**src/rtl/cnf_pkg.sv**
```systemverilog
// Package for the console number and character formatter.
// Holds the mode codes, digit base codes, ASCII constants and the digit-to-ASCII function.
// Depends on nothing.
package cnf_pkg;

   localparam logic [2:0] FUNC_CHAR = 3'd0;
   localparam logic [2:0] FUNC_SDEC = 3'd1;
   localparam logic [2:0] FUNC_UDEC = 3'd2;
   localparam logic [2:0] FUNC_HEX  = 3'd3;
   localparam logic [2:0] FUNC_BIN  = 3'd4;

   typedef logic [1:0] base_type;
   localparam base_type BASE_DEC = 2'd0;
   localparam base_type BASE_HEX = 2'd1;
   localparam base_type BASE_BIN = 2'd2;

   // floor(v / 10) == (v * RECIP10) >> 35 for every 32-bit v.
   localparam logic [31:0] RECIP10    = 32'hCCCC_CCCD;
   localparam int          RECIP_SHIFT = 35;

   localparam logic [7:0] CHAR_ZERO   = 8'h30;
   localparam logic [7:0] CHAR_UPPER_A = 8'h41;
   localparam logic [7:0] CHAR_BSLASH = 8'h5C;
   localparam logic [7:0] CHAR_MINUS  = 8'h2D;
   localparam logic [7:0] CHAR_SPACE  = 8'h20;
   localparam logic [7:0] CHAR_DEL    = 8'h7F;
   localparam logic [7:0] CHAR_LF     = 8'h0A;
   localparam logic [7:0] CHAR_TAB    = 8'h09;

   function automatic logic [7:0] digit_char(input logic [3:0] d);
      logic [7:0] c;
      if (d < 4'd10) begin
         c = CHAR_ZERO + {4'b0, d};
      end else begin
         c = CHAR_UPPER_A + {4'b0, d} - 8'd10;
      end
      return c;
   endfunction

endpackage

```
**src/rtl/cnf_digit_unit.sv**
```systemverilog
// Shared digit step: splits the working value into quotient and low digit for base 10, 16 or 2.
// Base 10 uses a registered reciprocal product; depends on cnf_pkg.
module cnf_digit_unit
   import cnf_pkg::*;
(
   input  logic        clock,
   input  logic        mul_en,
   input  logic [31:0] work,
   input  base_type    base,
   output logic [31:0] quot,
   output logic [3:0]  digit
);

   logic [63:0] prod_ff;
   logic [63:0] prod_in;
   logic [3:0]  q10_low;

   assign prod_in = work * RECIP10;

   always_ff @(posedge clock) begin
      if (mul_en) begin
         prod_ff <= prod_in;
      end
   end

   // The remainder is below ten, so four bits of work - 10*q are exact.
   assign q10_low = {quot[0], 3'b000} + {quot[2:0], 1'b0};

   always_comb begin
      unique case (base)
         BASE_DEC: begin
            quot  = {3'b000, prod_ff[63:RECIP_SHIFT]};
            digit = work[3:0] - q10_low;
         end
         BASE_HEX: begin
            quot  = {4'b0000, work[31:4]};
            digit = work[3:0];
         end
         BASE_BIN: begin
            quot  = {1'b0, work[31:1]};
            digit = {3'b000, work[0]};
         end
         default: begin
            quot  = 32'd0;
            digit = 4'd0;
         end
      endcase
   end

endmodule

```
**src/rtl/console_number_and_char_formatter.sv**
```systemverilog
// Top level of the console number and character formatter: sequencer, digit buffer, output register.
// Depends on cnf_pkg and cnf_digit_unit.
//
//   channel   ports                                  transfer when
//   request   start, busy, req_func, req_value       start high and busy low
//   response  rsp_strobe, rsp_char_out, rsp_last     rsp_strobe high (one strobe per byte)
//
// A number goes through states S_MUL and S_DIV for each digit in the shared digit unit,
// S_SIGN for a minus sign and S_READ for each digit read from the buffer; bytes appear in
// the cycle after each read. An escaped character goes out as a backslash and three octal
// digits. Busy is low again in the cycle that shows the final byte. Unused mode codes are
// dropped with no response. Reset is synchronous and clears the sequencer and the response strobe.
// The receiver cannot stall: every byte is on the ports for exactly one cycle.
module console_number_and_char_formatter
   import cnf_pkg::*;
#(
   parameter int MAX_DIGITS = 32
) (
   input  logic        clock,
   input  logic        reset,
   input  logic        start,
   output logic        busy,
   input  logic [2:0]  req_func,
   input  logic [31:0] req_value,
   output logic        rsp_strobe,
   output logic [7:0]  rsp_char_out,
   output logic        rsp_last
);

   localparam int IDX_W = $clog2(MAX_DIGITS);
   localparam int CNT_W = $clog2(MAX_DIGITS + 1);

   localparam logic [2:0] S_IDLE = 3'd0;
   localparam logic [2:0] S_MUL  = 3'd1;
   localparam logic [2:0] S_DIV  = 3'd2;
   localparam logic [2:0] S_SIGN = 3'd3;
   localparam logic [2:0] S_READ = 3'd4;
   localparam logic [2:0] S_ESC  = 3'd5;

   logic [2:0]       state_ff, state_in;
   logic [31:0]      work_ff, work_in;
   logic [CNT_W-1:0] count_ff, count_in;
   logic [IDX_W-1:0] rd_idx_ff, rd_idx_in;
   base_type         base_ff, base_in;
   logic             minus_ff, minus_in;
   logic [7:0]       esc_ff, esc_in;
   logic [1:0]       esc_idx_ff, esc_idx_in;
   logic             out_valid_ff, out_valid_in;
   logic             out_last_ff, out_last_in;
   logic             out_mem_ff, out_mem_in;
   logic [7:0]       direct_ff, direct_in;
   logic [7:0]       rd_data_ff;
   logic [7:0]       digit_buf [MAX_DIGITS];

   logic             accept;
   logic [31:0]      quot;
   logic [3:0]       digit;
   logic [CNT_W-1:0] count_next;
   logic             buf_we;
   logic             buf_re;
   logic [7:0]       req_byte;

   assign busy       = (state_ff != S_IDLE);
   assign accept     = start && !busy;
   assign req_byte   = req_value[7:0];
   assign count_next = count_ff + CNT_W'(1);

   cnf_digit_unit u_digit (
      .clock  (clock),
      .mul_en (state_ff == S_MUL),
      .work   (work_ff),
      .base   (base_ff),
      .quot   (quot),
      .digit  (digit)
   );

   always_comb begin
      state_in     = state_ff;
      work_in      = work_ff;
      count_in     = count_ff;
      rd_idx_in    = rd_idx_ff;
      base_in      = base_ff;
      minus_in     = minus_ff;
      esc_in       = esc_ff;
      esc_idx_in   = esc_idx_ff;
      out_valid_in = 1'b0;
      out_last_in  = 1'b0;
      out_mem_in   = 1'b0;
      direct_in    = direct_ff;
      buf_we       = 1'b0;
      buf_re       = 1'b0;
      unique case (state_ff)
         S_IDLE: begin
            if (accept) begin
               priority if (req_func == FUNC_CHAR) begin
                  out_valid_in = 1'b1;
                  if ((req_byte >= CHAR_SPACE && req_byte < CHAR_DEL) ||
                      req_byte == CHAR_LF || req_byte == CHAR_TAB) begin
                     direct_in   = req_byte;
                     out_last_in = 1'b1;
                  end else begin
                     direct_in  = CHAR_BSLASH;
                     esc_in     = req_byte;
                     esc_idx_in = 2'd1;
                     state_in   = S_ESC;
                  end
               end else if (req_func == FUNC_SDEC || req_func == FUNC_UDEC ||
                            req_func == FUNC_HEX || req_func == FUNC_BIN) begin
                  count_in = '0;
                  minus_in = (req_func == FUNC_SDEC) && req_value[31];
                  work_in  = ((req_func == FUNC_SDEC) && req_value[31]) ?
                             (32'd0 - req_value) : req_value;
                  if (req_func == FUNC_HEX) begin
                     base_in = BASE_HEX;
                  end else if (req_func == FUNC_BIN) begin
                     base_in = BASE_BIN;
                  end else begin
                     base_in = BASE_DEC;
                  end
                  state_in = S_MUL;
               end else begin
                  state_in = S_IDLE;
               end
            end
         end
         S_MUL: begin
            state_in = S_DIV;
         end
         S_DIV: begin
            buf_we    = 1'b1;
            count_in  = count_next;
            work_in   = quot;
            rd_idx_in = count_ff[IDX_W-1:0];
            if (count_next == CNT_W'(MAX_DIGITS) || quot == 32'd0) begin
               if (minus_ff && count_next < CNT_W'(MAX_DIGITS)) begin
                  state_in = S_SIGN;
               end else begin
                  state_in = S_READ;
               end
            end else begin
               state_in = S_MUL;
            end
         end
         S_SIGN: begin
            out_valid_in = 1'b1;
            direct_in    = CHAR_MINUS;
            state_in     = S_READ;
         end
         S_READ: begin
            buf_re       = 1'b1;
            out_valid_in = 1'b1;
            out_mem_in   = 1'b1;
            out_last_in  = (rd_idx_ff == '0);
            if (rd_idx_ff == '0) begin
               state_in = S_IDLE;
            end else begin
               rd_idx_in = rd_idx_ff - IDX_W'(1);
            end
         end
         S_ESC: begin
            out_valid_in = 1'b1;
            esc_idx_in   = esc_idx_ff + 2'd1;
            unique case (esc_idx_ff)
               2'd1:    direct_in = CHAR_ZERO + {6'b0, esc_ff[7:6]};
               2'd2:    direct_in = CHAR_ZERO + {5'b0, esc_ff[5:3]};
               default: direct_in = CHAR_ZERO + {5'b0, esc_ff[2:0]};
            endcase
            if (esc_idx_ff == 2'd3) begin
               out_last_in = 1'b1;
               state_in    = S_IDLE;
            end
         end
         default: begin
            state_in = S_IDLE;
         end
      endcase
   end

   always_ff @(posedge clock) begin
      if (reset) begin
         state_ff     <= S_IDLE;
         work_ff      <= 32'd0;
         count_ff     <= '0;
         out_valid_ff <= 1'b0;
      end else begin
         state_ff     <= state_in;
         work_ff      <= work_in;
         count_ff     <= count_in;
         out_valid_ff <= out_valid_in;
      end
   end

   always_ff @(posedge clock) begin
      rd_idx_ff   <= rd_idx_in;
      base_ff     <= base_in;
      minus_ff    <= minus_in;
      esc_ff      <= esc_in;
      esc_idx_ff  <= esc_idx_in;
      out_last_ff <= out_last_in;
      out_mem_ff  <= out_mem_in;
      direct_ff   <= direct_in;
   end

   // Digit buffer, least significant digit first.
   always_ff @(posedge clock) begin
      if (buf_we) begin
         digit_buf[count_ff[IDX_W-1:0]] <= digit_char(digit);
      end
      if (buf_re) begin
         rd_data_ff <= digit_buf[rd_idx_ff];
      end
   end

   assign rsp_strobe   = out_valid_ff;
   assign rsp_last     = out_last_ff;
   assign rsp_char_out = out_mem_ff ? rd_data_ff : direct_ff;

   a_div_after_mul: assert property (@(posedge clock) disable iff (reset)
      (state_ff == S_DIV) |-> ($past(state_ff) == S_MUL))
      else $error("digit step entered without a product");

   a_count_bound: assert property (@(posedge clock) disable iff (reset)
      count_ff <= CNT_W'(MAX_DIGITS))
      else $error("digit count exceeds buffer depth");

   a_esc_streams: assert property (@(posedge clock) disable iff (reset)
      (state_ff == S_ESC) |-> out_valid_ff)
      else $error("gap inside an escape sequence");

   a_read_emits: assert property (@(posedge clock) disable iff (reset)
      (state_ff == S_READ) |=> (out_valid_ff && out_mem_ff))
      else $error("buffer read without a response transfer");

   a_unused_func: assert property (@(posedge clock) disable iff (reset)
      (accept && req_func > FUNC_BIN) |=> (!out_valid_ff && state_ff == S_IDLE))
      else $error("unused mode produced activity");

endmodule

```
**config.mk**
```make
export PLATFORM = sky130hd
export DESIGN_NAME = console_number_and_char_formatter
export DESIGN_NICKNAME = d
export VERILOG_FILES = /design/src/rtl/cnf_pkg.sv /design/src/rtl/cnf_digit_unit.sv /design/src/rtl/console_number_and_char_formatter.sv
export SDC_FILE = /design/constraint.sdc
export NUM_CORES = 2
export LEC_CHECK = 0
export ABC_AREA = 0
export BUFFER_PORTS_ARGS = -buffer_cell sky130_fd_sc_hd__clkbuf_2
export CAP_MARGIN = 5
export CORE_AREA = 2 2 193 385
export DETAILED_ROUTE_END_ITERATION = 12
export DIE_AREA = 0 0 195 387
export PLACE_DENSITY = 0.67
export SLEW_MARGIN = 20
export SYNTH_ARGS = -nofsm -noshare
export SYNTH_HDL_FRONTEND = slang
export SYNTH_SLANG_ARGS = --single-unit
export TNS_END_PERCENT = 100
```
**constraint.sdc**
```tcl
create_clock -name clock -period 10.6 [get_ports clock]
set_input_delay 2.65 -clock clock [delete_from_list [all_inputs] [get_ports clock]]
set_output_delay 2.65 -clock clock [all_outputs]
set_load 0.02 [all_outputs]
```
==> metrics.log <==
INFO  metric total_drc_errors_in_the_routed_layout = 0
INFO  metric hold_viol = 0
INFO  metric routed_wl = 105 mm
INFO  metric totalNegativeSetupSlack = 0 ps
INFO  metric synth_cells = 2,795
INFO  metric timing.clock.skew = 45.5 ps
INFO  metric ys_seq_elements = 330
INFO  metric portBuffers = 48
INFO  metric clock-sinks = 330
INFO  metric postSynth.asyncResetShare = 0%
INFO  metric cp.required = 10,960 ps
INFO  metric mostFrequentLayoutCell = sky130_fd_sc_hd__inv_1
INFO  metric clock_latency = 620 ps
INFO  metric area_growth_syn_to_layout = 6.87%
INFO  metric dominantRegCellSynth = sky130_fd_sc_hd__edfxtp_1
INFO  metric crit_path_end_kind = flop
INFO  metric timing_worst_setup_path_type = reg2reg
INFO  metric run_status = complete, no violations
INFO  metric layout.cells.non_filler = 3,761
INFO  metric grt.overflow.total = 0
INFO  metric floorplan.io_pins = 49
INFO  metric synth_enable_flop_cells = 286
INFO  metric drt_first_pass_iters = 5
INFO  metric slew_at_the_pin_closest_to_its_max_slew_limit = 1110 ps
INFO  metric mostFrequentLayoutCells = sky130_fd_sc_hd__inv_1 (586), sky130_fd_sc_hd__fa_1 (386), sky130_fd_sc_hd__ha_1 (362)
INFO  metric cts_max_path_buffers = 3
INFO  metric slew_viol_final = 0
INFO  metric ant_nets = 0
INFO  metric maxCapViolCount = 0
INFO  metric cts-buffers-inserted = 28
INFO  metric vias_per_cell = 5.58
INFO  metric grtUsageTotal = 28.7%
INFO  metric htree_num_levels = 1
INFO  metric routed_wire_length_per_instance = 27.9 µm
INFO  metric detailed_place_hpwl = 85.3 mm
INFO  metric leakagePower = 15.8 nW
INFO  metric gr-max-usage-layer = met2
INFO  metric placed_cells = 3,707
INFO  metric groute.layer.met1.usage = 24.7%
INFO  metric number_of_warnings_issued_by_yosys = 0
INFO  metric design.die.area = 0.0755 mm²
INFO  metric vias = 21.0k
INFO  metric grt_start_max_net_pins = 63
INFO  metric final_period_minus_worst_setup_slack = 8700 ps
INFO  metric synth.cell_area = 0.0318 mm²
INFO  metric critPathArrivalTime = 9070 ps
INFO  metric max_freq = 115 MHz
INFO  metric layout.filler_cells = 6,771
INFO  metric cts_resized = 0
INFO  metric cts_hold_repair.buffers = 0
INFO  metric initial_cell_density_of_the_core = 43.8%
INFO  metric hp-class = reg2reg
INFO  metric power_density = 312 mW/mm²
INFO  metric net_count_final = 3,601
INFO  metric worst_ir_drop_vdd = 0.000476 V
INFO  metric rows = 140
INFO  metric worst_setup_path_start_kind = flop
INFO  metric clock-root-buffer = sky130_fd_sc_hd__clkbuf_16
INFO  metric core_utilization_of_the_finished_layout = 46.8%
INFO  metric grt_util_met2 = 54.8%
INFO  metric die-height = 387 µm
INFO  metric core-area = 0.0725 mm²
INFO  metric grt_pass1_wl = 153 mm
INFO  metric grt_util_met3 = 3.68%
INFO  metric worst-path-max-fanout = 9
INFO  metric floorplan.die.width = 195 µm
INFO  metric final_area = 0.0339 mm²
INFO  metric avgSynthCellArea = 11.4 µm²
INFO  metric timing.slew.headroom = 25.2%
INFO  metric routabilityCongestion = 1.11
INFO  metric cts_tree = done
INFO  metric min_period_over_period = 82.1%
INFO  metric postPlaceCellArea = 0.0330 mm²
INFO  metric number_of_antenna_violations_at_the_first_check_in_global_routing = 0
INFO  metric clk_pin_slew = 70 ps
INFO  metric final_layout_size_suffix_gt1_share = 7.83%
INFO  metric ys_seq_area_share = 29.8%
INFO  metric rsz0062_at_grt = no
INFO  metric netlist-cell-type-count = 80
INFO  metric setup_violations = 0
INFO  metric cts_setup_buffers = 0
INFO  metric vias_in_the_first_global_route = 23.3k
INFO  metric postSynthNetCount = 3,581
INFO  metric drt_first_iter_violations = 1,401
-- sequential cells by signal, indices dropped and copies added, names as in the netlist --
name and cells:
base_ff 2, count_ff 6, digit_buf 224, direct_ff 8, esc_ff 8, esc_idx_ff 2
minus_ff 1, out_mem_ff 1, rd_data_ff 7, rd_idx_ff 5, rsp_last 1, rsp_strobe 1
state_ff 3, u_digit.prod_ff 29, work_ff 32
-- power breakdown --
part	internal, mW	leakage (nW)	switching [mW]
clock network	0.519	0.423	0.503
registers	1.66	3.04	0.135
logic	2.79	12.3	4.99
-- layout make-up --
class	count	area, µm²	share of cell area, %
Multi-Input combinational cell	1796	19800	58.4
Sequential cell	330	9470	27.9
Inverter	587	2200	6.49
Tap cell	923	1150	3.40
Clock buffer	35	727	2.14
Timing Repair Buffer	72	420	1.24
Clock inverter	16	150	0.442
Antenna cell	2	5.00	0.0147
-- synthesized netlist by cell type, types with 34 or more instances --
cell type                  count  area share [%]
sky130_fd_sc_hd__a21o_1       56             1.3
sky130_fd_sc_hd__nor2_1      149             1.8
sky130_fd_sc_hd__a211oi_1     34            0.80
sky130_fd_sc_hd__o21ai_0      72             1.1
sky130_fd_sc_hd__dfxtp_1      44             2.8
sky130_fd_sc_hd__xnor2_1      51             1.4
sky130_fd_sc_hd__inv_1       586             6.9
sky130_fd_sc_hd__a21oi_1     125             2.0
sky130_fd_sc_hd__edfxtp_1    286              27
sky130_fd_sc_hd__xor2_1       69             1.9
sky130_fd_sc_hd__ha_1        362              14
sky130_fd_sc_hd__nand2_1     134             1.6
sky130_fd_sc_hd__fa_1        386              24
sky130_fd_sc_hd__mux4_2       70             5.0
sky130_fd_sc_hd__clkbuf_1     64            0.76
-- layer usage --
layer	part of all wire, %	wire length (µm)
met1	29	30000
met4	13	13400
met5	0	0
met3	3.9	4120
met2	55	57400
-- worst paths after layout --
| path | start | to | slack [ps] | cells past startpoint |
|---|---|---|---|---|
| worst max register to register | work_ff[12] | u_digit.prod_ff[59] | 1900 | 25 |
| worst min-delay path | count_ff[5] | count_ff[5] | 530 | 2 |
| worst min register to register | count_ff[5] | count_ff[5] | 530 | 2 |
| worst max-delay path | work_ff[12] | u_digit.prod_ff[59] | 1900 | 25 |
-- logic make-up (layout without fill, tap and decap cells) --
logic type,count (synthesis),in the layout,synth area share (%)
flip-flops,330,330,29.8
buffers and inverters,669,710,7.97
AND/OR/NAND/NOR,420,420,6.08
AO/OA/AOI/OAI,394,394,7.84
XOR/XNOR,120,120,3.31
multiplexers,113,113,6.37
adder cells (fa/ha/maj),748,748,38.6
other,1,3,0.0118
-- worst max-delay path: stages (launching register included) --
cell and delay (ps):
sky130_fd_sc_hd__dfxtp_1 640, sky130_fd_sc_hd__ha_1 470, sky130_fd_sc_hd__ha_1 400, sky130_fd_sc_hd__xor2_1 180
sky130_fd_sc_hd__ha_1 290, sky130_fd_sc_hd__inv_1 60, sky130_fd_sc_hd__fa_1 670, sky130_fd_sc_hd__inv_1 110
sky130_fd_sc_hd__fa_1 520, sky130_fd_sc_hd__inv_1 60, sky130_fd_sc_hd__fa_1 530, sky130_fd_sc_hd__inv_1 50
sky130_fd_sc_hd__fa_1 490, sky130_fd_sc_hd__inv_1 60, sky130_fd_sc_hd__fa_1 480, sky130_fd_sc_hd__inv_1 50
sky130_fd_sc_hd__ha_1 350, sky130_fd_sc_hd__and3_1 220, sky130_fd_sc_hd__and3_1 270, sky130_fd_sc_hd__nand4_1 120
sky130_fd_sc_hd__o31ai_1 490, sky130_fd_sc_hd__nand4_1 690, sky130_fd_sc_hd__a311oi_1 770, sky130_fd_sc_hd__a211oi_1 160
sky130_fd_sc_hd__o21ai_1 190, sky130_fd_sc_hd__xor2_1 90
-- metrics by stage --
stage	hold WS, ps	total power [mW]	setup WS, ps
CTS	540	10.5	2160
detailed placement	522	9.41	2200
finish	534	10.6	1900
global placement	516	9.41	2300
global route	563	11.3	1530
floorplan	501	6.63	3830
Note: power is estimated with default switching activity, not from simulation.
